## src/design/assert_macros.svh

```systemverilog
// Assertion helpers shared by the blur block.
// Both expect signals named clk and rst_n in the scope that uses them.
`ifndef ASSERT_MACROS_SVH
`define ASSERT_MACROS_SVH

// Property checked on every rising edge outside reset.
`define ASSERT_CLK(lbl, prop, msg) \
  lbl: assert property (@(posedge clk) disable iff (!rst_n) prop) \
    else $error(msg);

// Condition that must never be true outside reset.
`define ASSERT_NEVER(lbl, cond, msg) \
  lbl: assert property (@(posedge clk) disable iff (!rst_n) !(cond)) \
    else $error(msg);

`endif

```

## src/design/gbr_pkg.sv

```systemverilog
// ----------------------------------------------------------------------------
// gbr_pkg
// Shared constants, pixel and control types of the 3x3 RGBA blur block.
// ----------------------------------------------------------------------------
package gbr_pkg;

  localparam int MAX_WIDTH    = 1024;
  localparam int CHANNEL_BITS = 16;
  localparam int NUM_CHANNELS = 4;

  localparam int CHAN_W       = 16;
  localparam int PIX_W        = NUM_CHANNELS * CHAN_W;
  localparam int PADDED_DEPTH = MAX_WIDTH + 2;
  localparam int ADDR_W       = $clog2(PADDED_DEPTH);
  localparam int POS_W        = $clog2(PADDED_DEPTH + 1);
  localparam int ROW_W        = 17;
  localparam int WIDTH_REG_W  = 11;
  localparam int HEIGHT_REG_W = 16;
  localparam int CFG_IDX_W    = 8;
  localparam int CFG_DATA_W   = 16;
  localparam int SUM_W        = CHANNEL_BITS + 4;
  localparam int WIN_TAPS     = 6;

  localparam logic [CFG_IDX_W-1:0] REG_IMAGE_WIDTH  = CFG_IDX_W'(0);
  localparam logic [CFG_IDX_W-1:0] REG_IMAGE_HEIGHT = CFG_IDX_W'(1);

  localparam logic [WIDTH_REG_W-1:0]  WIDTH_RESET  = WIDTH_REG_W'(1024);
  localparam logic [HEIGHT_REG_W-1:0] HEIGHT_RESET = HEIGHT_REG_W'(1024);

  localparam logic [CHAN_W-1:0] CHAN_MASK = CHAN_W'((1 << CHANNEL_BITS) - 1);

  typedef logic [NUM_CHANNELS-1:0][CHAN_W-1:0] pix_t;

  // Position of one accepted word, as seen by the filter stage.
  typedef struct packed {
    logic [ADDR_W-1:0] addr;
    logic              produce;
    logic              last;
  } pos_t;

  // Write-back to the line RAM: entry holds {upper row, middle row}.
  typedef struct packed {
    logic              we;
    logic [ADDR_W-1:0] addr;
    logic [2*PIX_W-1:0] data;
  } ram_wr_t;

endpackage

```

## src/design/gbr_if.sv

```systemverilog


interface gbr_pix_out_if;
  logic                      valid;
  logic                      ready;
  logic [gbr_pkg::CHAN_W-1:0] out_red;
  logic [gbr_pkg::CHAN_W-1:0] out_green;
  logic [gbr_pkg::CHAN_W-1:0] out_blue;
  logic [gbr_pkg::CHAN_W-1:0] out_alpha;
  logic                      frame_last;

  modport source (output valid, out_red, out_green, out_blue, out_alpha, frame_last,
                  input ready);
  modport sink (input valid, out_red, out_green, out_blue, out_alpha, frame_last,
                output ready);
endinterface


```

## src/design/gbr_filter.sv

```systemverilog
// ----------------------------------------------------------------------------
// gbr_filter
// Filter stage: joins line RAM read data with the shift window, writes the
// rows back, forms the weighted 3x3 sum and holds the output register.
// ----------------------------------------------------------------------------
module gbr_filter (
  input  logic                           clk,
  input  logic                           rst_n,
  input  logic                           in_acc,
  output logic                           in_ready,
  input  gbr_pkg::pos_t                  pos,
  input  gbr_pkg::pix_t                  cur,
  input  logic [2*gbr_pkg::PIX_W-1:0]    ram_rdata,
  output gbr_pkg::ram_wr_t               ram_wr,
  gbr_pix_out_if.source                  out
);
  import gbr_pkg::*;
  `include "assert_macros.svh"

  logic s1_valid_r;
  pos_t s1_pos_r;
  pix_t s1_cur_r;
  pix_t win_r [WIN_TAPS];
  logic s1_adv;
  pix_t up, mid, res;
  logic [SUM_W-1:0] corner, edges, centre, total;

  logic out_valid_r;
  pix_t out_pix_r;
  logic out_last_r;

  assign up  = ram_rdata[2*PIX_W-1:PIX_W];
  assign mid = ram_rdata[PIX_W-1:0];

  // halo words never wait on the output register
  assign s1_adv   = s1_valid_r && (!s1_pos_r.produce || !out_valid_r || out.ready);
  assign in_ready = !s1_valid_r || s1_adv;

  always_comb begin
    res    = '0;
    corner = '0;
    edges  = '0;
    centre = '0;
    total  = '0;
    for (int c = 0; c < NUM_CHANNELS; c++) begin
      corner = SUM_W'(win_r[0][c]) + SUM_W'(up[c]) + SUM_W'(win_r[2][c])
             + SUM_W'(s1_cur_r[c]);
      edges  = SUM_W'(win_r[3][c]) + SUM_W'(win_r[5][c]) + SUM_W'(win_r[1][c])
             + SUM_W'(mid[c]);
      centre = SUM_W'(win_r[4][c]);
      total  = corner + (edges << 1) + (centre << 2);
      res[c] = CHAN_W'(total >> 4);
    end
  end

  assign ram_wr.we   = s1_adv;
  assign ram_wr.addr = s1_pos_r.addr;
  assign ram_wr.data = {mid, s1_cur_r};

  always_ff @(posedge clk) begin
    if (!rst_n) begin
      s1_valid_r  <= 1'b0;
      out_valid_r <= 1'b0;
    end else begin
      if (in_acc) begin
        s1_valid_r <= 1'b1;
      end else if (s1_adv) begin
        s1_valid_r <= 1'b0;
      end
      if (s1_adv && s1_pos_r.produce) begin
        out_valid_r <= 1'b1;
      end else if (out.ready) begin
        out_valid_r <= 1'b0;
      end
    end
  end

  always_ff @(posedge clk) begin
    if (in_acc) begin
      s1_pos_r <= pos;
      s1_cur_r <= cur;
    end
    if (s1_adv) begin
      // advance the window by one column
      win_r[0] <= win_r[3];
      win_r[1] <= win_r[4];
      win_r[2] <= win_r[5];
      win_r[3] <= up;
      win_r[4] <= mid;
      win_r[5] <= s1_cur_r;
      if (s1_pos_r.produce) begin
        out_pix_r  <= res;
        out_last_r <= s1_pos_r.last;
      end
    end
  end

  assign out.valid      = out_valid_r;
  assign out.out_red    = out_pix_r[0];
  assign out.out_green  = out_pix_r[1];
  assign out.out_blue   = out_pix_r[2];
  assign out.out_alpha  = out_pix_r[3];
  assign out.frame_last = out_last_r;

  `ASSERT_CLK(a_last_is_interior, (s1_valid_r && s1_pos_r.last) |-> s1_pos_r.produce,
              "frame end tagged on a halo word")
  `ASSERT_CLK(a_stall_holds_word,
              (s1_valid_r && s1_pos_r.produce && out_valid_r && !out.ready)
              |=> (s1_valid_r && $stable(s1_cur_r) && $stable(s1_pos_r)),
              "filter stage word lost while output stalled")

endmodule

```

## src/flat_wrapper.sv

```systemverilog
// flat-port wrapper written by rule: the top's interface ports become plain ports
module gbr_filter_flat import gbr_pkg::*;
  (clk, rst_n, in_acc, in_ready, pos, cur, ram_rdata, ram_wr, out_valid, out_out_red, out_out_green, out_out_blue, out_out_alpha, out_frame_last, out_ready);
  gbr_pix_out_if out_i ();
  input  logic clk;
  input  logic rst_n;
  input  logic in_acc;
  output logic in_ready;
  input  gbr_pkg::pos_t pos;
  input  gbr_pkg::pix_t cur;
  input  logic [2*gbr_pkg::PIX_W-1:0] ram_rdata;
  output gbr_pkg::ram_wr_t ram_wr;
  output wire logic [$bits(out_i.valid)-1:0] out_valid;
  output wire logic [$bits(out_i.out_red)-1:0] out_out_red;
  output wire logic [$bits(out_i.out_green)-1:0] out_out_green;
  output wire logic [$bits(out_i.out_blue)-1:0] out_out_blue;
  output wire logic [$bits(out_i.out_alpha)-1:0] out_out_alpha;
  output wire logic [$bits(out_i.frame_last)-1:0] out_frame_last;
  input wire logic [$bits(out_i.ready)-1:0] out_ready;
  assign out_valid = out_i.valid;
  assign out_out_red = out_i.out_red;
  assign out_out_green = out_i.out_green;
  assign out_out_blue = out_i.out_blue;
  assign out_out_alpha = out_i.out_alpha;
  assign out_frame_last = out_i.frame_last;
  assign out_i.ready = out_ready;
  gbr_filter u_core (.clk(clk), .rst_n(rst_n), .in_acc(in_acc), .in_ready(in_ready), .pos(pos), .cur(cur), .ram_rdata(ram_rdata), .ram_wr(ram_wr), .out(out_i));
endmodule
```

## config.mk

```make
export PLATFORM = sky130hd
export DESIGN_NAME = gbr_filter_flat
export DESIGN_NICKNAME = d
export VERILOG_FILES = /design/src/design/gbr_pkg.sv /design/src/design/gbr_if.sv /design/src/design/gbr_filter.sv /design/src/flat_wrapper.sv
export VERILOG_INCLUDE_DIRS = /design/src /design/src/design
export SDC_FILE = /design/constraint.sdc
export NUM_CORES = 1
export LEC_CHECK = 0
export ABC_CLOCK_PERIOD_IN_PS = 57600
export BUFFER_PORTS_ARGS = -buffer_cell sky130_fd_sc_hd__buf_2
export CAP_MARGIN = 20
export CORE_MARGIN = 2
export CORE_UTILIZATION = 40
export DETAILED_ROUTE_END_ITERATION = 8
export SLEW_MARGIN = 20
export SYNTH_ARGS = -nofsm -noshare
export SYNTH_HDL_FRONTEND = slang
export SYNTH_SLANG_ARGS = --single-unit
```

## constraint.sdc

```tcl
create_clock -name clk -period 57.6 [get_ports clk]
set_input_delay 11.52 -clock clk [delete_from_list [all_inputs] [get_ports clk]]
set_output_delay 11.52 -clock clk [all_outputs]
set_load 0.02 [all_outputs]
```

==> summary.md, run 1 <==
| Metric | Value |
|---|---|
| CP max stage delay | `0.54 ns` |
| Fin. Hold Viols | `0` |
| RSZ-0062 raised after global routing | `no` |
| Drt first pass iters | `5` |
| Area fraction in compound gates after synthesis | `0.106` |
| Die Ht | `between 200 and 300 um` |
| Kind of critical path | `in2out` |
| Fin crit share | `0.424` |
| First-pass GRT wire length | `between 100,000 and 150,000 um` |
| Synth Area in XOR/XNOR | `0.0504` |
| Max-cap violations | `0` |
| Combinational family with the most area after synthesis | `adder cells` |
| Core area | `slightly below 0.09 sq mm` |
| Flops & latches, synth | `528` |
| Crit Reg-Reg Startpoint | `u_core.win_r[3][0]` |
| Slowest CP cell | `buf_4` |
| HPWL Detailed | `65,100 um` |
| Final Wtd Congestion | `0.920` |
| Layout cells sized above 1 | `0.166` |
| Fin crit period | `roughly 24 ns` |
| Clock buffer depth | `3` |
| Crit path required time | `approximately 46 ns` |
| Vias | `approximately 22,000` |
| Fmax | `41.0 MHz` |
| Synth Instances | `around 2,900` |
| Async SR Flop Fraction | `0` |
| H-Tree Depth | `3` |
| Synth warn | `0` |
| Post-cts resize count | `0` |
| CTS root buffer | `clkbuf_16` |
| Wire per inst | `between 15 and 20 um` |
| Final number of max-transition violations | `0` |
| Fraction of the yosys area taken by sequential cells | `0.456` |
| Max FO, Critical Path | `41` |
| Crit-path cells | `buf_2, nor2b_1, a21boi_4, buf_4, buf_2` |
| Synth cell types | `76` |
| Relative slew slack | `0.423` |
| DRC | `0` |
| Overflow after GRT | `0` |
| Fin cells | `between 4,000 and 5,000` |
| Clock Latency Late Sink | `between 0.6 and 0.7 ns` |
| Area grow syn2layout | `14.9%` |
| Synth Net Count | `3,636` |
| Post-CTS Setup Bufs | `0` |
| Synthesized cell area | `0.0347 sq mm` |
| CTS tree | `done` |
| Clock Sinks | `around 530` |
| Die X | `between 200 and 300 um` |
| Initial Util | `0.402` |
| Antenna viol nets, final | `0` |
| Crit path launch type | `input port` |
| EDFF count, synth | `526` |
| Die area | `0.0892 sq mm` |
| Mux share of post-synthesis cell area | `0.00115` |
| Nets | `about 4,000` |
| CTS buffer count | `66` |
| IO Pins | `between 400 and 500` |
| Mean area per synthesized cell | `~12 sq um` |
| CTS Hold Bufs | `0` |
| Most common cell after layout, fill and taps aside | `inv_1` |
| Initial antenna violation count | `15` |
| Worst-Margin Slew | `~0.87 ns` |
| Hold path start | `u_core.s1_pos_r[0]` |
| Clk pin slew, worst setup/hold paths | `approximately 0.050 ns` |
| CP startpoint | `out_ready` |
| # setup viols final | `0` |
| Largest net degree at the start of global routing | `between 100 and 150` |
| Placed cell count | `~4,400` |
| 1st-iter DRT viols | `about 1,200` |
| Commonest non-fill, non-tap cells in the layout | `542 x inv_1, 526 x edfxtp_1, 414 x buf_2` |
| Clk_skew | `a little over 0.02 ns` |
| Row Count | `~110` |
| Crit. End Element | `output port` |
| Filler cells | `roughly 8,000` |
| Synth Flop Type | `edfxtp_1` |
| Status | `complete, no violations` |
| Worst Hold Class | `reg2reg` |
| IO Port Bufs | `around 420` |
| GRT Overall Usage | `0.185` |
| WP data arrival | `~13 ns` |
| Fin Setup TNS | `0 ns` |
| Post-Synth Simple-Gate Area | `0.0606` |
| DR vias/cell | `slightly below 5` |
| Final wirelength | `~80,000 um` |
| Critical path's most frequent cell | `buf_2` |
| Vias in the first global route | `approximately 23,000` |
| Adder-Cell Fraction of Synth Area | `0.250` |
-- critical path, delay by kind of cell --
| family | cells | cell delay [ns] |
|---|---|---|
| AOI/OAI and AO/OA | 1 | 0.29 |
| buffers and inverters | 3 | 0.90 |
| and+or+nand+nor | 1 | 0.11 |
-- cells by family after synthesis --
logic type,Yosys count
buf+inv,629
compound gates,572
fa+ha+maj,540
flops,528
simple gates,414
xor+xnor,200
mux,4
-- per-stage QoR --
stage	worst slack, ns	area (sq um)	hold slack (ns)	utilization
after floorplan	4.03	34700	0.400	-
after global placement	33.19	37800	0.420	0.437
after detailed placement	33.16	37800	0.439	0.437
after CTS	33.16	39900	0.440	0.461
after global routing	33.08	39900	0.440	0.461
final	33.19	39900	0.438	0.462
-- registers in the layout (all words and copies together) (netlist names) --
register and cells:
u_core.win_r 384, u_core.ram_wr 75, u_core.out.out_alpha 16, u_core.out.out_blue 16, u_core.out.out_green 16, u_core.out.out_red 16, u_core.s1_pos_r 2, u_core.out.frame_last 1
u_core.out.valid 1, u_core.s1_valid_r 1
-- worst paths after layout --
check                                 to  slack [ns]  depth (start not counted)
setup / recovery             ram_wr[139]       33.19                          5
hold / removal     u_core.out.frame_last        0.44                          0
setup reg to reg  u_core.out.out_red[14]       49.63                         33
hold reg to reg    u_core.out.frame_last        0.44                          0
-- area by class of cell --
type                    instances  area, sq um  area share
flip-flops and latches        528        15800       0.397
well taps                    1155         1450      0.0362
diodes                          3         7.51    0.000188
repair buffers                424         2160      0.0541
clock buffers                  79         1750      0.0439
multi-input cells            1730        16300       0.408
inverters                     542         2030      0.0510
clock inverters                38          400      0.0100
-- Yosys cell counts (4+ instances only) --
cell type	instances	share of area
clkbuf_1	10	0.0011
nand2_1	89	0.0096
o21a_1	30	0.0065
nand4_1	13	0.0023
and2_1	8	0.0014
and4_1	5	0.0013
nor2b_1	39	0.0070
o2111ai_1	4	0.0010
a21o_1	83	0.018
fa_1	256	0.15
o21ai_0	103	0.015
and3_1	10	0.0018
a221oi_1	5	0.0013
o31ai_1	10	0.0022
a21boi_0	5	0.0011
nand3_1	25	0.0036
nand3b_1	8	0.0017
xor2_1	73	0.018
a211o_1	6	0.0015
a31oi_1	17	0.0031
nor2_1	97	0.010
inv_1	542	0.059
edfxtp_1	526	0.45
o41ai_1	5	0.0013
a311oi_1	10	0.0025
nor3_1	44	0.0063
nand2b_1	26	0.0047
xnor2_1	127	0.032
o21bai_1	33	0.0071
a21oi_1	185	0.027
o211ai_1	9	0.0019
ha_1	284	0.10
or3_1	10	0.0018
buf_4	76	0.016
nor3b_1	6	0.0013
o31a_1	6	0.0015
a31o_2	7	0.0018
nor4_1	7	0.0013
mux2i_1	4	0.0012
or2_2	13	0.0023
a211oi_1	14	0.0030
-- metal layers --
| layer | wire length (um) | up-vias | part of all wire | global-route usage |
|---|---|---|---|---|
| li1 | - | 10700 | - | - |
| met1 | 36500 | 10800 | 0.44 | 0.248 |
| met2 | 38100 | 596 | 0.46 | 0.303 |
| met3 | 5140 | 140 | 0.063 | 0.0370 |
| met4 | 2230 | 14 | 0.027 | 0.0594 |
| met5 | 92 | - | 0.0011 | 0 |
Power of run 1 is left out: the tool's default activity adds up to more than one toggle a clock period on the data nets, which glitch-free logic cannot reach.
==> run 2: changes to the inputs <==
--- a/config.mk
+++ b/config.mk
@@ -6,7 +6,8 @@
 export SDC_FILE = /design/constraint.sdc
 export NUM_CORES = 1
 export LEC_CHECK = 0
-export ABC_CLOCK_PERIOD_IN_PS = 57600
+export ABC_AREA = 1
+export ABC_CLOCK_PERIOD_IN_PS = 23900
 export BUFFER_PORTS_ARGS = -buffer_cell sky130_fd_sc_hd__buf_2
 export CAP_MARGIN = 20
 export CORE_MARGIN = 2
==> constraint.sdc (replaced) <==
create_clock -name clk -period 23.9 [get_ports clk]
set_input_delay 4.78 -clock clk [delete_from_list [all_inputs] [get_ports clk]]
set_output_delay 4.78 -clock clk [all_outputs]
set_load 0.02 [all_outputs]
==> run 2 against run 1 <==
Against the previous run: utilization fell by 0.080 points; setup slack got worse by 20 ns; clock skew fell by 0.0067 ns; register-to-register slack got worse by 32 ns; count of clock-buffer cells in the layout rose by 10; wire length rose by 13%; synthesized area rose by 6.2%; global-route usage rose by 1.4 points; sequential share of layout area fell by 2.1 points; via count rose by 18%; critical endpoint unchanged; highest routed layer unchanged.
==> summary.md, run 2 <==
| Metric | Value |
|---|---|
| CTS tree | `done` |
| Peak supply drop | `approximately 0.12 mV` |
| RSZ-0062 raised after global routing | `no` |
| Fin crit period | `just over 10 ns` |
| First-pass GRT wire length | `~140,000 um` |
| Die area | `around 0.095 sq mm` |
| Synthesized cell area | `0.0369 sq mm` |
| Kind of critical path | `in2out` |
| Fmax | `approximately 97 MHz` |
| Synth Net Count | `4,578` |
| H-Tree Depth | `3` |
| Most common cell after layout, fill and taps aside | `nand2_1` |
| Final number of max-transition violations | `0` |
| Post-cts resize count | `0` |
| Nets | `roughly 5,000` |
| Vias | `between 20,000 and 30,000` |
| Critical path's most frequent cell | `buf_2` |
| Overflow after GRT | `0` |
| CTS root buffer | `clkbuf_16` |
| Area grow syn2layout | `14.3%` |
| Top reg by flops | `u_core.win_r` |
| Max-cap violations | `0` |
| Core area | `about 0.092 sq mm` |
| Crit path buffers/inverters | `4` |
| Wire per inst | `about 17 um` |
| FF/Latch Area | `approximately 0.016 sq mm` |
| Commonest non-fill, non-tap cells in the layout | `887 x nand2_1, 766 x inv_1, 526 x edfxtp_1` |
| HPWL Detailed | `between 70,000 and 80,000 um` |
| Layout cells sized above 1 | `0.130` |
| Flops & latches, synth | `~530` |
| CP delay by family, top | `buffers and inverters` |
| # setup viols final | `0` |
| Synth Instances | `about 3,800` |
| Leak Pwr | `between 20 and 25 nW` |
| Status | `complete, no violations` |
| Row Count | `111` |
| Fin crit share | `0.433` |
| Fin Setup TNS | `0 ns` |
| Largest net degree at the start of global routing | `73` |
| Yosys top cell by area | `edfxtp_1` |
| Max FO, Critical Path | `6` |
| Synth warn | `0` |
| Die Ht | `just over 300 um` |
| Top cells by area, synth | `edfxtp_1 43%, fa_1 14%, ha_1 9.6%` |
| Worst Hold Class | `reg2reg` |
| IO Pins | `roughly 420` |
| Fraction of the yosys area taken by sequential cells | `0.429` |
| Clk pin slew, worst setup/hold paths | `~0.06 ns` |
| 1st-iter DRT viols | `between 1,500 and 2,000` |
| Initial Util | `0.403` |
| Crit path launch type | `input port` |
| Crit path required time | `around 19 ns` |
| Fin. Hold Viols | `0` |
| Initial antenna violation count | `3` |
| Clock Sinks | `about 530` |
| Relative slew slack | `0.316` |
| Crit-path cells | `buf_2, inv_1, a31oi_4, buf_4, buf_2` |
| CTS Hold Bufs | `0` |
| Largest register FFs | `384` |
| Mean area per synthesized cell | `~9.6 sq um` |
| DR vias/cell | `roughly 4.8` |
| Vias in the first global route | `approximately 26,000` |
| Final Wtd Congestion | `0.889` |
| GRT Overall Usage | `0.199` |
| Most common cell in the netlist | `nand2_1` |
| Synth Flop Type | `edfxtp_1` |
| Slowest CP cell | `buf_4` |
| Worst-Margin Slew | `about 1 ns` |
| Clock buffer depth | `3` |
| EDFF count, synth | `approximately 530` |
| Post-CTS Setup Bufs | `0` |
| Final wirelength | `roughly 93,000 um` |
| CP max stage delay | `0.26 ns` |
| Clock Latency Late Sink | `about 0.63 ns` |
| Design Power | `between 6 and 7 mW` |
| Filler cells | `between 8,000 and 9,000` |
| WP data arrival | `roughly 5.6 ns` |
| Top-area cell type share of the netlist area | `0.428` |
| DRC | `0` |
| Crit. End Element | `output port` |
| Drt first pass iters | `5` |
| Power per cell area | `roughly 160 mW/mm^2` |
| CTS buffer count | `slightly below 70` |
| Die X | `between 300 and 400 um` |
| Async SR Flop Fraction | `0` |
| Clk_skew | `0.0140 ns` |
| Antenna viol nets, final | `0` |
| Multi-input gate area | `about 0.018 sq mm` |
| IO Port Bufs | `approximately 420` |
| Post-synth top cells | `887 x nand2_1, 767 x inv_1, 526 x edfxtp_1` |
| Synth cell types | `30` |
run 2: cell count changes after synthesis, sizes merged, moves of 26 or more:
cell,delta
nand2,+815
a21o,-63
nor2,+123
nand3,+155
xnor2,-91
inv,+225
nor2b,-39
a21oi,+57
o21bai,-28
nand2b,-26
run 2: metrics by stage:
stage	std cells	worst slack, ns	hold slack, ns	cell area [sq um]	utilization
after floorplan	3829	2.51	0.400	36900	-
after global placement	5364	13.55	0.428	40000	0.437
after detailed placement	5364	13.55	0.432	40000	0.437
after CTS	5485	13.55	0.445	42200	0.461
after global routing	5485	13.52	0.452	42200	0.461
final	5486	13.56	0.444	42200	0.461
run 2: power by group:
part           switching, mW  internal (mW)  leakage [nW]
Combinational           2.79           1.58          14.3
Clock                  0.416          0.604          1.05
Sequential            0.0520           1.33          4.97
run 2: path summary, 6_finish.rpt:
check                      start                     end  slack (ns)  cells after the start
min reg2reg  u_core.win_r[5][61]     u_core.win_r[2][61]        0.44                      0
max                    out_ready             ram_wr[139]       13.56                      5
min          u_core.win_r[5][61]     u_core.win_r[2][61]        0.44                      0
max reg2reg   u_core.win_r[3][0]  u_core.out.out_red[12]       17.21                     33
run 2: layout make-up:
cell class	instances	share of cell area
clock inverter	32	0.00644
antenna	1	0.0000593
inverter	767	0.0683
sequential	528	0.376
multi-input combinational	2458	0.418
clock buffer	89	0.0452
timing repair buffer	425	0.0511
tap	1186	0.0352
run 2: kinds of logic (layout without fill, tap and decap cells):
kind of cell / Yosys count / in the layout / synth area share
fa+ha+maj: 540 / 540 / 0.235
simple gates: 1412 / 1412 / 0.158
xor+xnor: 108 / 108 / 0.0256
flops: 528 / 528 / 0.429
buf+inv: 843 / 1313 / 0.0935
other cells: 0 / 1 / 0
compound gates: 398 / 398 / 0.0585
run 2: per-layer routing:
metal | track usage | share of wire
met4 | 0.0491 | 0.021
met1 | 0.277 | 0.47
met2 | 0.325 | 0.46
met3 | 0.0308 | 0.048
met5 | 0 | 0.00014
(Power assumes the default switching activity.)
