### config.mk
export PLATFORM = sky130hd
export DESIGN_NAME = gbr_pos_flat
export DESIGN_NICKNAME = d
export VERILOG_FILES = /design/src/design/assert_macros.svh /design/src/design/gbr_pkg.sv /design/src/design/gbr_if.sv /design/src/design/gbr_pos.sv /design/src/flat_wrapper.sv
export SDC_FILE = /design/constraint.sdc
export NUM_CORES = 1
export LEC_CHECK = 0
export BUFFER_PORTS_ARGS = -buffer_cell sky130_fd_sc_hd__buf_2
export CAP_MARGIN = 20
export CORE_ASPECT_RATIO = 1.2
export CORE_MARGIN = 8
export CORE_UTILIZATION = 61
export CTS_CLUSTER_SIZE = 10
export DETAILED_ROUTE_END_ITERATION = 6
export GPL_ROUTABILITY_DRIVEN = 0
export HOLD_SLACK_MARGIN = 0.12
export PLACE_DENSITY = 0.8
export SLEW_MARGIN = 15
export SYNTH_ARGS = -nofsm -noshare
export SYNTH_HDL_FRONTEND = slang
export SYNTH_SLANG_ARGS = --single-unit
### constraint.sdc
create_clock -name clk -period 10.6 [get_ports clk]
set_input_delay 1.59 -clock clk [delete_from_list [all_inputs] [get_ports clk]]
set_output_delay 1.59 -clock clk [all_outputs]
set_load 0.01 [all_outputs]
### src/design/assert_macros.svh
// Assertion helpers shared by the blur block.
// Both expect signals named clk and rst_n in the scope that uses them.
`ifndef ASSERT_MACROS_SVH
`define ASSERT_MACROS_SVH

// Property checked on every rising edge outside reset.
`define ASSERT_CLK(lbl, prop, msg) \
  lbl: assert property (@(posedge clk) disable iff (!rst_n) prop) \
    else $error(msg);

// Condition that must never be true outside reset.
`define ASSERT_NEVER(lbl, cond, msg) \
  lbl: assert property (@(posedge clk) disable iff (!rst_n) !(cond)) \
    else $error(msg);

`endif

### src/design/gbr_pkg.sv
// ----------------------------------------------------------------------------
// gbr_pkg
// Shared constants, pixel and control types of the 3x3 RGBA blur block.
// ----------------------------------------------------------------------------
package gbr_pkg;

  localparam int MAX_WIDTH    = 1024;
  localparam int CHANNEL_BITS = 16;
  localparam int NUM_CHANNELS = 4;

  localparam int CHAN_W       = 16;
  localparam int PIX_W        = NUM_CHANNELS * CHAN_W;
  localparam int PADDED_DEPTH = MAX_WIDTH + 2;
  localparam int ADDR_W       = $clog2(PADDED_DEPTH);
  localparam int POS_W        = $clog2(PADDED_DEPTH + 1);
  localparam int ROW_W        = 17;
  localparam int WIDTH_REG_W  = 11;
  localparam int HEIGHT_REG_W = 16;
  localparam int CFG_IDX_W    = 8;
  localparam int CFG_DATA_W   = 16;
  localparam int SUM_W        = CHANNEL_BITS + 4;
  localparam int WIN_TAPS     = 6;

  localparam logic [CFG_IDX_W-1:0] REG_IMAGE_WIDTH  = CFG_IDX_W'(0);
  localparam logic [CFG_IDX_W-1:0] REG_IMAGE_HEIGHT = CFG_IDX_W'(1);

  localparam logic [WIDTH_REG_W-1:0]  WIDTH_RESET  = WIDTH_REG_W'(1024);
  localparam logic [HEIGHT_REG_W-1:0] HEIGHT_RESET = HEIGHT_REG_W'(1024);

  localparam logic [CHAN_W-1:0] CHAN_MASK = CHAN_W'((1 << CHANNEL_BITS) - 1);

  typedef logic [NUM_CHANNELS-1:0][CHAN_W-1:0] pix_t;

  // Position of one accepted word, as seen by the filter stage.
  typedef struct packed {
    logic [ADDR_W-1:0] addr;
    logic              produce;
    logic              last;
  } pos_t;

  // Write-back to the line RAM: entry holds {upper row, middle row}.
  typedef struct packed {
    logic              we;
    logic [ADDR_W-1:0] addr;
    logic [2*PIX_W-1:0] data;
  } ram_wr_t;

endpackage

### src/design/gbr_if.sv


interface gbr_cfg_if;
  logic                          valid;
  logic                          ready;
  logic [gbr_pkg::CFG_IDX_W-1:0]  index;
  logic [gbr_pkg::CFG_DATA_W-1:0] data;

  modport source (output valid, index, data, input ready);
  modport sink (input valid, index, data, output ready);
endinterface

### src/design/gbr_pos.sv
// ----------------------------------------------------------------------------
// gbr_pos
// Size registers and padded row/column counters; tags each word with its
// line RAM address, whether it yields an output and whether it ends a frame.
// ----------------------------------------------------------------------------
module gbr_pos (
  input  logic           clk,
  input  logic           rst_n,
  gbr_cfg_if.sink        cfg,
  input  logic           in_acc,
  output gbr_pkg::pos_t  pos
);
  import gbr_pkg::*;

  logic [WIDTH_REG_W-1:0]  width_r;
  logic [HEIGHT_REG_W-1:0] height_r;
  logic [POS_W-1:0]        col_r, col_nxt;
  logic [ROW_W-1:0]        row_r, row_nxt;

  logic [POS_W-1:0] w_eff, row_len, col_a, col_inc;
  logic [ROW_W-1:0] rows, row_a, row_inc;

  assign cfg.ready = 1'b1;

  always_comb begin
    if (width_r == '0) begin
      w_eff = POS_W'(1);
    end else if (32'(width_r) > MAX_WIDTH) begin
      w_eff = POS_W'(MAX_WIDTH);
    end else begin
      w_eff = POS_W'(width_r);
    end
    row_len = w_eff + POS_W'(2);
    if (height_r == '0) begin
      rows = ROW_W'(3);
    end else begin
      rows = ROW_W'(height_r) + ROW_W'(2);
    end

    // wrap first if a smaller size left the counters past the end
    col_a = col_r;
    row_a = row_r;
    if (col_r >= row_len) begin
      col_a = '0;
      row_a = row_r + ROW_W'(1);
    end
    if (row_a >= rows) begin
      row_a = '0;
    end

    pos.addr    = col_a[ADDR_W-1:0];
    pos.produce = (row_a >= ROW_W'(2)) && (col_a >= POS_W'(2));
    pos.last    = (row_a == rows - ROW_W'(1)) && (col_a == row_len - POS_W'(1));

    col_inc = col_a + POS_W'(1);
    row_inc = row_a + ROW_W'(1);
    if (col_inc >= row_len) begin
      col_nxt = '0;
      row_nxt = (row_inc >= rows) ? '0 : row_inc;
    end else begin
      col_nxt = col_inc;
      row_nxt = row_a;
    end
  end

  always_ff @(posedge clk) begin
    if (!rst_n) begin
      width_r  <= WIDTH_RESET;
      height_r <= HEIGHT_RESET;
      col_r    <= '0;
      row_r    <= '0;
    end else begin
      if (cfg.valid) begin
        case (cfg.index)
          REG_IMAGE_WIDTH:  width_r  <= cfg.data[WIDTH_REG_W-1:0];
          REG_IMAGE_HEIGHT: height_r <= cfg.data[HEIGHT_REG_W-1:0];
          default: ;
        endcase
      end
      if (in_acc) begin
        col_r <= col_nxt;
        row_r <= row_nxt;
      end
    end
  end

endmodule

### src/flat_wrapper.sv
// flat-port wrapper written by rule: the top's interface ports become plain ports
module gbr_pos_flat import gbr_pkg::*;
  (clk, rst_n, in_acc, pos, cfg_valid, cfg_index, cfg_data, cfg_ready);
  gbr_cfg_if cfg_i ();
  input  logic clk;
  input  logic rst_n;
  input  logic in_acc;
  output gbr_pkg::pos_t pos;
  input wire logic [$bits(cfg_i.valid)-1:0] cfg_valid;
  input wire logic [$bits(cfg_i.index)-1:0] cfg_index;
  input wire logic [$bits(cfg_i.data)-1:0] cfg_data;
  output wire logic [$bits(cfg_i.ready)-1:0] cfg_ready;
  assign cfg_i.valid = cfg_valid;
  assign cfg_i.index = cfg_index;
  assign cfg_i.data = cfg_data;
  assign cfg_ready = cfg_i.ready;
  gbr_pos u_core (.clk(clk), .rst_n(rst_n), .cfg(cfg_i), .in_acc(in_acc), .pos(pos));
endmodule
==> results.py, run 1 <==
metrics = {
    "route": {
        "vias_per_cell": 6.753,
        "first_iter_violations": 576,
        "route.detailed.drc": 0,
        "first_pass_iters": 7,
        "routed-via-count": 6645,
        "final_antenna_net_count": 0,
        "post_drt_wl_per_cell_um": 19.87,
        "drt_wl_total_um": 19550,
    },
    "sta": {
        "finalMaxSlewViolations": 0,
        "period_share": 0.9443,
        "slew_headroom": 0.3217,
        "rsz0062_at_grt": "no",
        "setup_tns_ps": 0,
        "final.min_clock_period_ps": 10010,
        "hold_violations": 0,
        "setup_violations": 0,
        "hold_slack_ps": 550.5,
        "timing.fmax_ghz": 0.09991,
        "fin_skew_ps": 7.777,
        "tightest_slew_ps": 1015,
    },
    "worst_setup_path": {
        "cpMaxStageDelayCell": "o221ai_4",
        "cp-start-kind": "flop",
        "path_max_fanout": 18,
        "critPathArrivalTime_ps": 10230,
        "cp_slowest_stage_delay_ps": 570,
        "cp.required_ps": 10820,
        "critPathKind": "flop to flop",
        "endpoint_kind": "flop",
    },
    "power": {
        "p_leak_nw": 2.829,
        "p_per_area_nw_per_um2": 78.31,
        "vdd_drop_max_v": 0.00005369,
        "power_w": 0.0005475,
    },
    "global_route": {
        "grt_pass1_vias": 6640,
        "grtUsageMet3": 0.03719,
        "overflow": 0,
        "globalRouteTotalUtil": 0.2690,
        "grt_start_max_net_pins": 56,
        "antenna_found_initial": 0,
        "use_met2": 0.4793,
        "use_met1": 0.3029,
        "grt_busiest_layer": "met2",
        "grt_pass1_wl_um": 32590,
    },
    "run_status": {
        "outcome": "finished, final reports clean",
    },
    "clock_network": {
        "htreeDepth": 2,
        "cts_buffers": 5,
        "clk_pin_slew_ps": 70,
        "tritoncts": "built",
        "hold_buffers": 0,
        "clk_latency_ps": 300,
        "ctsRootBufferMaster": "clkbuf_16",
        "clkSinkCount": 55,
        "max-clock-path-buffers": 2,
    },
    "place": {
        "port_buffers": 40,
        "dp_cells": 972,
        "hpwlAfterDp_um": 15020,
    },
    "floorplanning": {
        "core_um2": 10520,
        "die-area_um2": 14430,
        "start_util": 0.6280,
        "die_w_um": 111.0,
        "die_h_um": 130.0,
        "io_pins": 42,
        "row_count": 41,
    },
    "yosys": {
        "synth.most_common_cell": "nor2_1",
        "syn-cell-area_um2": 6604,
        "synthTopCellsByArea": "dfxtp_1 (17%), ha_1 (11%), xnor2_1 (7.2%)",
        "ys_ff_latch": 55,
        "synth_top_area_frac": 0.1667,
        "yosysUniqueCellTypes": 88,
        "yosys.area.top_type": "dfxtp_1",
        "syn_nets": 929,
        "synth-edff-count": 0,
        "synth_warnings": 0,
        "avgSynthCellArea_um2": 7.824,
        "syn_inst": 844,
        "synthTopCellsByCount": "nor2_1 (59), ha_1 (57), dfxtp_1 (55)",
        "synthArstFlopShare": 0,
        "ys.flop_type": "dfxtp_1",
        "ys_seq_area_frac": 0.1667,
    },
    "finish": {
        "finalNonFillerCells": 984,
        "final_core_util": 0.6648,
        "syn2layout_area_growth_pct": 5.873,
        "fin_nets": 939,
        "antenna_cells": 0,
        "drive_gt1_frac": 0.1170,
    },
    "worst_hold_path": {
        "worstHoldPathType": "flop to flop",
    },
    "run": {
        "drv_cap": 0,
    },
}
-- where the power goes --
| part | total (W) | switching, W | internal (W) |
|---|---|---|---|
| clock network | 0.000177 | 0.0000760 | 0.000101 |
| registers | 0.000219 | 0.00000792 | 0.000212 |
| logic | 0.000151 | 0.0000926 | 0.0000586 |
-- final cells by class --
| class | count | area [um2] |
|---|---|---|
| tap | 129 | 161.4 |
| sequential | 55 | 1101 |
| inverter | 30 | 112.6 |
| timing repair buffer | 50 | 275.3 |
| fill | 910 | 3525 |
| multi-input combinational | 712 | 5185 |
| clock buffer | 8 | 156.4 |
-- through the flow --
step	cell area, um2	setup slack [ps]
after floorplan	6604	1869
after global placement	6803	866.9
after detailed placement	6803	412.9
after global routing	6992	189.5
final	6992	590.7
after CTS	6959	341.7
-- timing repair --
item,4_1_cts,5_1_grt
setup buffers,0,3
gates resized for setup,0,1
endpoints found under the setup margin,0,18
-- worst max-delay path, delay by kind of cell, from the launching register on --
family          cells  cell delay (ps)
mux                 1              350
fa+ha+maj           5             1640
buf+inv             1              210
xor+xnor            1              340
simple gates       13             3360
compound gates     14             3610
flops               1              440
-- state kept, by name, summed over array words and instances (netlist names) --
register         cells
u_core.col_r        11
u_core.height_r     16
u_core.row_r        17
u_core.width_r      11
-- kinds of logic after synthesis --
kind of cell / after synthesis / synth area share
other: 1 / 0.0005679
AND/OR/NAND/NOR: 339 / 0.2859
adder cells (fa/ha/maj): 59 / 0.1114
AO/OA/AOI/OAI: 189 / 0.2088
flip-flops: 55 / 0.1667
XOR/XNOR: 91 / 0.1262
multiplexers: 33 / 0.05116
buffers and inverters: 77 / 0.04926
-- cell usage in the layout, fill, tap and decap left out, types with 15 or more instances in the layout --
cell | Yosys | routed
nor2_1 | 59 | 58
ha_1 | 57 | 57
dfxtp_1 | 55 | 55
xnor2_1 | 54 | 54
nand2_1 | 48 | 48
o21ai_0 | 42 | 42
nand3_1 | 40 | 40
buf_2 | 8 | 40
nor2b_1 | 39 | 39
xor2_1 | 33 | 33
a21oi_1 | 32 | 32
inv_1 | 30 | 30
mux2i_1 | 30 | 30
nor3_1 | 22 | 21
and3_1 | 20 | 20
nor4_1 | 18 | 18
nand4_1 | 16 | 16
a31oi_1 | 15 | 15
-- per-layer routing --
| layer | routed length, um | share of wire |
|---|---|---|
| met5 | 0 | 0 |
| met4 | 878 | 0.045 |
| met3 | 1318 | 0.067 |
| met2 | 9749 | 0.50 |
| met1 | 7606 | 0.39 |
-- worst paths after layout --
check / from / cells past startpoint / to / slack [ps]
max: u_core.width_r[10] / 35 / u_core.row_r[13] / 590
min: u_core.width_r[0] / 2 / u_core.width_r[0] / 550
max reg2reg: u_core.width_r[10] / 35 / u_core.row_r[13] / 590
min reg2reg: u_core.width_r[0] / 2 / u_core.width_r[0] / 550
(Power assumes the default switching activity.)
==> run 2, diff against run 1 <==
CAP_MARGIN = 25   (was 20)
PLACE_DENSITY = not set   (was 0.8)
PLACE_DENSITY_LB_ADDON = 0.12   (was not set)
==> run 2 against run 1 <==
  * Power shrank 4.0%
  * Sequential power is essentially flat
  * Critical path depth unchanged
  * Largest cell class unchanged
==> results.py, run 2 (same netlist as run 1, synthesis figures left out) <==
metrics = {
    "route": {
        "final_antenna_net_count": 0,
        "first_pass_iters": 5,
        "post_drt_wl_per_cell_um": 19.37,
        "drt_wl_total_um": 19040,
        "first_iter_violations": 352,
        "route.detailed.drc": 0,
        "routed-via-count": 6484,
        "vias_per_cell": 6.596,
    },
    "finish": {
        "largest_register_ffs": 17,
        "postLayoutCellArea_um2": 6975,
        "antenna_cells": 0,
        "syn2layout_area_growth_pct": 5.627,
        "finalNonFillerCells": 983,
        "final_cell_mix": "nor2_1 (58), ha_1 (57), dfxtp_1 (55)",
        "fin_nets": 940,
        "largest-register": "u_core.row_r",
        "reg.largest.list": "u_core.row_r: 17 flops, u_core.height_r: 16 flops",
        "drive_gt1_frac": 0.1159,
        "final_common_cell": "nor2_1",
    },
    "worst_setup_path": {
        "cp.required_ps": 10810,
        "critPathLaunch": "u_core.width_r[10]",
        "reg2reg_slack_ps": 830,
        "crit_top_cell": "a21o_1",
        "path_max_fanout": 20,
        "cp_slowest_stage_delay_ps": 530,
        "endpoint_kind": "flop",
        "critPathKind": "flop to flop",
        "reg2reg_depth": 35,
        "critPathArrivalTime_ps": 9980,
        "cpMaxStageDelayCell": "o221ai_4",
        "cp-start-kind": "flop",
        "r2r-end": "u_core.row_r[13]",
        "rr_startpoint": "u_core.width_r[10]",
    },
    "clock_network": {
        "cts_buffers": 5,
        "htreeDepth": 2,
        "max-clock-path-buffers": 2,
        "clk_latency_ps": 300,
        "hold_buffers": 0,
        "tritoncts": "built",
        "clk_pin_slew_ps": 70,
        "ctsRootBufferMaster": "clkbuf_16",
        "clkSinkCount": 55,
    },
    "floorplanning": {
        "die-area_um2": 14430,
        "die_w_um": 111.0,
        "core_um2": 10520,
        "start_util": 0.6280,
        "row_count": 41,
        "die_h_um": 130.0,
        "io_pins": 42,
    },
    "place": {
        "hpwlAfterDp_um": 14920,
        "dp_cells": 972,
        "port_buffers": 40,
        "placed_cell_area_um2": 6803,
    },
    "worst_hold_path": {
        "worstHoldStart": "u_core.width_r[0]",
        "hold_depth": 2,
        "min_to": "u_core.width_r[0]",
        "worstHoldPathType": "flop to flop",
    },
    "sta": {
        "final.min_clock_period_ps": 9773,
        "fin_skew_ps": 12.12,
        "setup_tns_ps": 0,
        "tightest_slew_ps": 994.8,
        "finalMaxSlewViolations": 0,
        "setup_violations": 0,
        "slew_headroom": 0.3349,
        "period_share": 0.9219,
        "timing.fmax_ghz": 0.1023,
        "hold_violations": 0,
        "rsz0062_at_grt": "no",
    },
    "global_route": {
        "grt_pass1_wl_um": 31500,
        "overflow": 0,
        "grt_pass1_vias": 6384,
        "globalRouteTotalUtil": 0.2612,
        "grt_start_max_net_pins": 56,
        "antenna_found_initial": 0,
    },
    "power": {
        "vdd_drop_max_v": 0.00005247,
        "p_leak_nw": 2.821,
        "p_per_area_nw_per_um2": 75.33,
    },
    "run_status": {
        "outcome": "finished, final reports clean",
    },
    "run": {
        "drv_cap": 0,
    },
}
[run 2: timing repair]
item / in CTS / in global routing
buffers inserted: 0 / 4
resized for setup: 0 / 1
setup endpoints to repair: 0 / 17
[run 2: how the worst max path moves through the flow]
stage | end | slack (ps)
after detailed placement | u_core.row_r[13] | 540
after global routing | u_core.row_r[13] | 20
after floorplan | u_core.row_r[13] | 1870
after CTS | u_core.row_r[13] | 450
final | u_core.row_r[13] | 830
after global placement | u_core.row_r[13] | 750
[run 2: metrics by stage]
stage / hold WS [ps] / power [W] / setup WS (ps) / util
after floorplan: 492.6 / 0.0003243 / 1869 / -
after global placement: 536.9 / 0.0003639 / 752.7 / 0.6469
after detailed placement: 545.7 / 0.0003675 / 539.1 / 0.6469
after CTS: 556.2 / 0.0005243 / 448.5 / 0.6591
after global routing: 607.9 / 0.0005513 / 24.13 / 0.6633
final: 554.7 / 0.0005254 / 827.4 / 0.6633
[run 2: power breakdown]
| part | switching (W) | internal [W] | total, W |
|---|---|---|---|
| registers | 0.00000786 | 0.000212 | 0.000219 |
| clock network | 0.0000717 | 0.0000853 | 0.000157 |
| logic | 0.0000906 | 0.0000584 | 0.000149 |
[run 2: metal layers]
| metal | global-route usage | vias to the layer above | part of all wire |
|---|---|---|---|
| li1 | - | 3098 | - |
| met1 | 0.2947 | 3055 | 0.40 |
| met2 | 0.4680 | 259 | 0.50 |
| met3 | 0.02755 | 72 | 0.050 |
| met4 | 0.1592 | 0 | 0.050 |
| met5 | 0 | - | 0 |
[run 2: critical path: cells and delay by family (launching register included)]
kind | cells | cell delay [ps]
adders and majority gates | 5 | 1560
buffers and inverters | 1 | 220
and+or+nand+nor | 13 | 3220
xor gates and xnor gates | 1 | 340
AOI/OAI and AO/OA | 14 | 3560
muxes | 1 | 350
DFF | 1 | 440
[run 2: layout make-up]
cell class	instances	area (um2)
repair buffers	51	286.5
flip-flops and latches	55	1101
clock buffers	6	128.9
inverters	30	112.6
multi-input cells	712	5185
fillers	930	3541
well taps	129	161.4
==> run 3, diff against run 2 <==
CORE_UTILIZATION = 50   (was 61)
==> run 3 against run 2 <==
  * Routed wire length grew 4.8%
  * Clock-buffer cell count did not move
  * Maximum frequency fell by 1.6%
  * Sequential cell count stayed put
  * Non-clock buffer count did not move
  * First-iteration DRC count increased by 12%
  * Clock power up 8%
  * Die area increased by 19%
  * Largest cell class unchanged
==> results.py, run 3 (same netlist as run 1, synthesis figures left out) <==
metrics = {
    "run_status": {
        "outcome": "finished, final reports clean",
    },
    "power": {
        "p_leak_nw": 2.830,
        "vdd_drop_max_v": 0.00006167,
        "p_per_area_nw_per_um2": 76.52,
    },
    "clock_network": {
        "htreeDepth": 2,
        "clk_latency_ps": 300,
        "tritoncts": "built",
        "clkSinkCount": 55,
        "hold_buffers": 0,
        "cts_buffers": 5,
        "ctsRootBufferMaster": "clkbuf_16",
        "clk_pin_slew_ps": 70,
        "max-clock-path-buffers": 2,
    },
    "floorplanning": {
        "die-area_um2": 17160,
        "die_h_um": 141.9,
        "core_um2": 13070,
        "start_util": 0.5055,
        "io_pins": 42,
        "die_w_um": 120.9,
        "row_count": 46,
    },
    "route": {
        "routed-via-count": 6457,
        "route.detailed.drc": 0,
        "post_drt_wl_per_cell_um": 19.50,
        "first_pass_iters": 5,
        "first_iter_violations": 395,
        "final_antenna_net_count": 0,
        "vias_per_cell": 6.312,
        "drt_wl_total_um": 19950,
    },
    "worst_setup_path": {
        "cp.required_ps": 10750,
        "path_max_fanout": 18,
        "critPathKind": "flop to flop",
        "crit_top_cell": "ha_1",
        "cpMaxStageDelayCell": "a2111oi_0",
        "cp-start-kind": "flop",
        "critPathArrivalTime_ps": 10080,
        "cp_slowest_stage_delay_ps": 810,
        "endpoint_kind": "flop",
    },
    "sta": {
        "hold_slack_ps": 565.2,
        "period_share": 0.9367,
        "tightest_slew_ps": 982.9,
        "rsz0062_at_grt": "no",
        "fin_skew_ps": 9.728,
        "final.min_clock_period_ps": 9929,
        "slew_headroom": 0.3429,
        "setup_violations": 0,
        "finalMaxSlewViolations": 0,
        "setup_tns_ps": 0,
        "hold_violations": 0,
        "timing.fmax_ghz": 0.1007,
    },
    "finish": {
        "syn2layout_area_growth_pct": 6.537,
        "antenna_cells": 0,
        "largest-register": "u_core.row_r",
        "reg.largest.list": "u_core.row_r: 17 flops, u_core.height_r: 16 flops",
        "fillers": 1207,
        "drive_gt1_frac": 0.1181,
        "fin_nets": 940,
        "largest_register_ffs": 17,
        "finalNonFillerCells": 1023,
        "final_common_cell": "nor2_1",
        "final_cell_mix": "nor2_1 (58), ha_1 (57), dfxtp_1 (55)",
    },
    "global_route": {
        "grt_pass1_vias": 6166,
        "antenna_found_initial": 0,
        "globalRouteTotalUtil": 0.2284,
        "grt_pass1_wl_um": 31710,
        "overflow": 0,
        "grt_start_max_net_pins": 56,
    },
    "worst_hold_path": {
        "worstHoldPathType": "flop to flop",
    },
    "run": {
        "drv_cap": 0,
    },
    "place": {
        "hpwlAfterDp_um": 15410,
        "port_buffers": 40,
        "dp_cells": 1012,
    },
}
-- run 3: changes by cell type in the layout (fill, tap and decap cells not counted), sizes merged --
cell,change
clkinv,+1
-- run 3: critical path: cells and delay by family, from the launching register on --
kind	cells	cell delay (ps)
simple gates	14	3830
compound gates	11	3060
fa+ha+maj	5	1650
flops	1	440
mux	1	350
buf+inv	1	290
xor+xnor	1	140
-- run 3: layer usage --
metal,global-route usage,vias to the layer above,share of wire
met5,0,-,0
met4,0.1133,0,0.046
met3,0.02982,69,0.048
met2,0.4018,243,0.49
met1,0.2647,3044,0.41
li1,-,3101,-
-- run 3: report_power, final --
| group | switching, W | internal [W] | total [W] |
|---|---|---|---|
| Sequential | 0.00000795 | 0.000212 | 0.000219 |
| Clock | 0.0000765 | 0.0000926 | 0.000169 |
| Combinational | 0.0000915 | 0.0000583 | 0.000150 |
-- run 3: path summary, 6_finish.rpt --
kind / from / to / slack (ps) / cells after the start
worst max-delay path: u_core.width_r[10] / u_core.row_r[5] / 670 / 33
worst min-delay path: u_core.height_r[0] / u_core.height_r[0] / 570 / 2
worst max register to register: u_core.width_r[10] / u_core.row_r[5] / 670 / 33
worst min register to register: u_core.height_r[0] / u_core.height_r[0] / 570 / 2
-- run 3: timing repair --
| item | 4_1_cts | 5_1_grt |
|---|---|---|
| gates resized for setup | 0 | 1 |
| setup buffers | 0 | 4 |
| setup endpoints to repair | 0 | 18 |
-- run 3: area by class of cell --
type	count	area (um2)	share of cell area
Multi-Input combinational cell	712	5185	0.7370
Sequential cell	55	1101	0.1565
Timing Repair Buffer	51	282.8	0.04019
Tap cell	168	210.2	0.02988
Clock buffer	6	138.9	0.01974
Inverter	30	112.6	0.01601
Clock inverter	1	5.005	0.0007114
-- run 3: per-stage QoR --
stage / worst slack (ps) / power [W] / area (um2) / util
floorplan: 1869 / 0.0003243 / 6604 / -
global placement: 888.4 / 0.0003668 / 6852 / 0.5244
detailed placement: 507.3 / 0.0003697 / 6859 / 0.5250
CTS: 445.7 / 0.0005391 / 7003 / 0.5360
global route: 141.9 / 0.0005662 / 7036 / 0.5385
finish: 670.8 / 0.0005384 / 7036 / 0.5385
